**config.mk**
```make
export PLATFORM = sky130hd
export DESIGN_NAME = imh_ctrl
export DESIGN_NICKNAME = d
export VERILOG_FILES = /design/src/rtl/indexed_min_heap_macros.svh /design/src/rtl/imh_pkg.sv /design/src/rtl/indexed_min_heap.sv
export SDC_FILE = /design/constraint.sdc
export NUM_CORES = 1
export LEC_CHECK = 0
export ABC_CLOCK_PERIOD_IN_PS = 3500
export BUFFER_PORTS_ARGS = -buffer_cell sky130_fd_sc_hd__clkbuf_2
export CAP_MARGIN = 0
export CORE_AREA = 2 2 43 45
export DETAILED_ROUTE_END_ITERATION = 10
export DIE_AREA = 0 0 45 47
export GPL_ROUTABILITY_DRIVEN = 0
export PLACE_DENSITY = 0.74
export SYNTH_ARGS = -nofsm -noshare
export SYNTH_HDL_FRONTEND = slang
export SYNTH_SLANG_ARGS = --single-unit
```
**constraint.sdc**
```tcl
create_clock -name i_clk -period 3.5 [get_ports i_clk]
set_clock_uncertainty 0.2 [all_clocks]
set_input_delay 0.525 -clock i_clk [delete_from_list [all_inputs] [get_ports i_clk]]
set_output_delay 0.525 -clock i_clk [all_outputs]
set_load 0.05 [all_outputs]
```
**src/rtl/indexed_min_heap_macros.svh**
```systemverilog
`ifndef INDEXED_MIN_HEAP_MACROS_SVH
`define INDEXED_MIN_HEAP_MACROS_SVH
// implication checked on every rising clock edge outside reset
`define IMH_ASSERT_IMP(label, clk, rst_n, ante, cons) \
    label: assert property (@(posedge clk) disable iff (!rst_n) (ante) |-> (cons)) \
        else $error("assertion failed");
// next-cycle implication
`define IMH_ASSERT_NXT(label, clk, rst_n, ante, cons) \
    label: assert property (@(posedge clk) disable iff (!rst_n) (ante) |=> (cons)) \
        else $error("assertion failed");
`endif

```
**src/rtl/imh_pkg.sv**
```systemverilog
package imh_pkg;
    localparam int HEAP_DEPTH_DEF   = 256;
    localparam int HANDLE_COUNT_DEF = 256;
    localparam int KEY_WIDTH_DEF    = 32;
    localparam int CMD_W    = 2;
    localparam int HANDLE_W = 8;
    localparam int SIZE_W   = 9;
    localparam int STATUS_W = 2;

    typedef enum logic [CMD_W-1:0] {
        CMD_INSERT  = 2'd0,
        CMD_EXTRACT = 2'd1,
        CMD_CHANGE  = 2'd2,
        CMD_PEEK    = 2'd3
    } t_cmd;

    typedef enum logic [STATUS_W-1:0] {
        ST_OK        = 2'd0,
        ST_FULL      = 2'd1,
        ST_EMPTY     = 2'd2,
        ST_NOT_FOUND = 2'd3
    } t_status;

    // datapath operations, at most one active at a time
    typedef struct packed {
        logic load;      // latch request, read position map
        logic start;     // decide command from map and size
        logic rd1;       // root or changed slot arrives
        logic rd2;       // last slot arrives
        logic up_a;      // read parent
        logic up_b;      // compare with parent, move or settle
        logic dn_a;      // read left child
        logic dn_b;      // latch left child, read right child
        logic dn_c;      // pick smallest, move or settle
    } t_cmd_bus;

    typedef struct packed {
        logic done_now;  // command needs no more work
        logic need_read; // command reads a slot first
        logic need_last; // extract reads the last slot
        logic sift_up;   // sift direction
        logic sift_end;  // sift finished
    } t_sts_bus;
endpackage

```
**src/rtl/indexed_min_heap.sv**
```systemverilog


module imh_ctrl (
    input  logic              i_clk,
    input  logic              i_rst_n,
    input  logic              i_valid,
    output logic              o_ready,
    output logic              o_valid,
    input  logic              i_ready,
    output imh_pkg::t_cmd_bus o_cmd,
    input  imh_pkg::t_sts_bus i_sts
);
    typedef enum logic [9:0] {
        S_IDLE = 10'b00_0000_0001,
        S_DEC  = 10'b00_0000_0010,
        S_RD1  = 10'b00_0000_0100,
        S_RD2  = 10'b00_0000_1000,
        S_UP_A = 10'b00_0001_0000,
        S_UP_B = 10'b00_0010_0000,
        S_DN_A = 10'b00_0100_0000,
        S_DN_B = 10'b00_1000_0000,
        S_DN_C = 10'b01_0000_0000,
        S_OUT  = 10'b10_0000_0000
    } t_state;

    t_state r_state, n_state;

    always_ff @(posedge i_clk) begin
        if (!i_rst_n) begin
            r_state <= S_IDLE;
        end else begin
            r_state <= n_state;
        end
    end

    always_comb begin
        n_state = r_state;
        unique case (r_state)
            S_IDLE: begin
                if (i_valid) begin
                    n_state = S_DEC;
                end
            end
            S_DEC: begin
                priority if (i_sts.done_now) begin
                    n_state = S_OUT;
                end else if (i_sts.need_read) begin
                    n_state = S_RD1;
                end else begin
                    n_state = S_UP_A;
                end
            end
            S_RD1: begin
                priority if (i_sts.done_now) begin
                    n_state = S_OUT;
                end else if (i_sts.need_last) begin
                    n_state = S_RD2;
                end else if (i_sts.sift_up) begin
                    n_state = S_UP_A;
                end else begin
                    n_state = S_DN_A;
                end
            end
            S_RD2: begin
                n_state = S_DN_A;
            end
            S_UP_A: begin
                n_state = i_sts.sift_end ? S_OUT : S_UP_B;
            end
            S_UP_B: begin
                n_state = i_sts.sift_end ? S_OUT : S_UP_A;
            end
            S_DN_A: begin
                n_state = i_sts.sift_end ? S_OUT : S_DN_B;
            end
            S_DN_B: begin
                n_state = S_DN_C;
            end
            S_DN_C: begin
                n_state = i_sts.sift_end ? S_OUT : S_DN_A;
            end
            S_OUT: begin
                if (i_ready) begin
                    n_state = S_IDLE;
                end
            end
            default: begin
                n_state = S_IDLE;
            end
        endcase
    end

    assign o_ready = (r_state == S_IDLE);
    assign o_valid = (r_state == S_OUT);

    always_comb begin
        o_cmd       = '0;
        o_cmd.load  = (r_state == S_IDLE) && i_valid;
        o_cmd.start = (r_state == S_DEC);
        o_cmd.rd1   = (r_state == S_RD1);
        o_cmd.rd2   = (r_state == S_RD2);
        o_cmd.up_a  = (r_state == S_UP_A);
        o_cmd.up_b  = (r_state == S_UP_B);
        o_cmd.dn_a  = (r_state == S_DN_A);
        o_cmd.dn_b  = (r_state == S_DN_B);
        o_cmd.dn_c  = (r_state == S_DN_C);
    end
endmodule

```
==> flow_summary.toml <==
[placed_design]
dpl_cell_area_um2 = 778
hpwlAfterDp_um = 1250
dp_slack_ns = 1.16
place_inst = 116
io_buffer_count = 19

[power]
power.density_mw_per_mm2 = 355
total_power_mw = 0.289
leakage_nw = 0.384
vdd_ir_drop_max_uv = 267

[timing]
setup_violations = 0
fin_tns_setup_ns = 0
fmax_ghz = 0.376
rsz0062_at_grt = "no"
fin_hold_ws_ns = 0.283
final-max-slew-violation-count = 0
hold_viol = 0
finalCritPeriodShare_pct = 76.0
relSlewSlack_pct = 59.4
setup_ws_ns = 0.841
period_minus_slack_ns = 2.66
worstMarginPinSlew_ns = 0.601

[finish]
num_antenna_cells = 0
top_register = "r_state"
nets = 113
layout-drive-gt1-share_pct = 26.2
fin_util_pct = 49.3
area_growth_pct = 15.8
multi_input_area_um2 = 454
final.fill_count = 158
fin_area_um2 = 815
largest_reg_flops = 10
final_cells = 120
regArea_um2 = 200
largestRegisters = "r_state (10)"

[route]
dr.pass1.iters = 4
via_per_inst = 5.86
vias = 703
drc_errors = 0
drt_wl_total_um = 1640
drt_iter0_markers = 32
routedWlPerCell_um = 13.7
ant_nets = 0

[clocking]
tritoncts = "done"
cts_resized = 0
clkSinkCount = 10
clock-root-buffer = "clkbuf_4"
postCtsSetupRepairBufs = 0
cts_buffer_depth = 2
insertion_delay_ns = 0.27
cts_made_buffers = 3
cts_hold_buf = 0
clk_pin_slew_worst_paths_ns = 0.07
htreeDepth = 1

[floorplan]
rows = 15
core_mm2 = 0.00165
die_x_um = 45
die_area_mm2 = 0.00212
start_util_pct = 42.6
pin_count = 20
die_h_um = 47

[global_route]
first_global_vias = 587
grt.overflow.total = 0
use_met3_pct = 3.85
grt_util_all_layers_pct = 17.0
busiest_layer = "met2"
grt_util_met1_pct = 21.4
grt_max_degree = 11
antenna_found_initial = 0
grt_use_met2_pct = 27.1
grt_pass1_wl_um = 2550

[synthesis]
ys_dominant_reg_cell = "dfxtp_1"
synth.cell_area_um2 = 703
syn-num-nets = 95
yosys_warnings = 0
ys_async_sr_fraction_pct = 0
synth-edff-count = 0
syn_inst = 86
synth-seq-cells = 10
ys_seq_area_share_pct = 28.5
ys_types = 34
synth_area_per_cell_um2 = 8.18

[status]
status = "complete, no violations"

[worst_setup_path]
critical_path.max_fanout = 9
arrival_ns = 1.93
critPathRequiredTime_ns = 2.77
critPathLaunchType = "register"
crit_type = "reg2out"
worstSetupEndpointType = "primary output"

[run]
drv_cap = 0

[worst_hold_path]
hp-class = "in2reg"
## logic make-up after synthesis
group	share of synthesized area (%)
buffers and inverters	6.94
DFF	28.5
xor gates and xnor gates	3.74
AOI/OAI and AO/OA	14.8
and+or+nand+nor	46.1
## final cells by class
cell class              instances  area share, %
multi-input cells              68           55.8
well taps                      17           2.61
clock buffers                   4           4.45
inverters                       2          0.922
repair buffers                 19           11.7
flip-flops and latches         10           24.6
## per-layer routing
metal	vias to the layer above	part of all wire [%]
met1	322	47
li1	359	-
met2	18	47
met3	4	4.1
met5	-	0
met4	0	1.8
## synth_stat cells (2+ instances only)
cell	instances	area share, %
a21oi_1	2	1.4
a32o_1	2	2.8
and2_1	3	2.7
and3_1	8	7.1
buf_2	3	2.1
buf_6	2	3.2
dfxtp_1	10	28
inv_1	2	1.1
nand2_1	5	2.7
nand2b_1	2	1.8
nand3_1	2	1.4
nor2_1	6	3.2
nor2b_1	4	3.6
nor3_1	5	3.6
nor3b_1	4	4.3
nor4_1	3	2.7
nor4b_1	2	2.5
o21ai_0	2	1.4
o31ai_1	2	2.1
xor2_1	3	3.7
## cells in the final DEF (no fill, tap or decap), drive strengths merged, types with 2 or more instances in the layout
cell	Yosys	layout
clkbuf	1	23
dfxtp	10	10
and3	9	9
nor2	6	6
nand2	5	5
nor3	5	5
nor3b	4	4
nor2b	4	4
nor4	4	4
and2	3	3
xor2	3	3
nor4b	2	2
nand3	2	2
nand2b	2	2
a32o	2	2
o21ai	2	2
o31ai	2	2
inv	2	2
a21oi	2	2
## power breakdown
| group | switching, mW | internal, mW |
|---|---|---|
| clock | 0.0438 | 0.0633 |
| combinational | 0.0378 | 0.0206 |
| sequential | 0.00709 | 0.117 |
## final timing paths
path,from,to,slack (ns),cells after the start
worst min register to register,r_state[8],r_state[6],0.55,2
worst min-delay path,i_sts[1],r_state[4],0.28,2
worst max register to register,r_state[4],r_state[4],1.59,4
worst max-delay path,r_state[8],o_cmd[4],0.84,4
## critical path: stages, from the launching register on
cell	delay (ns)
dfxtp_1	0.39
nor4_1	0.57
nand2_1	0.14
nor3b_1	0.25
clkbuf_2	0.32
Note: power is estimated with default switching activity, not from simulation.
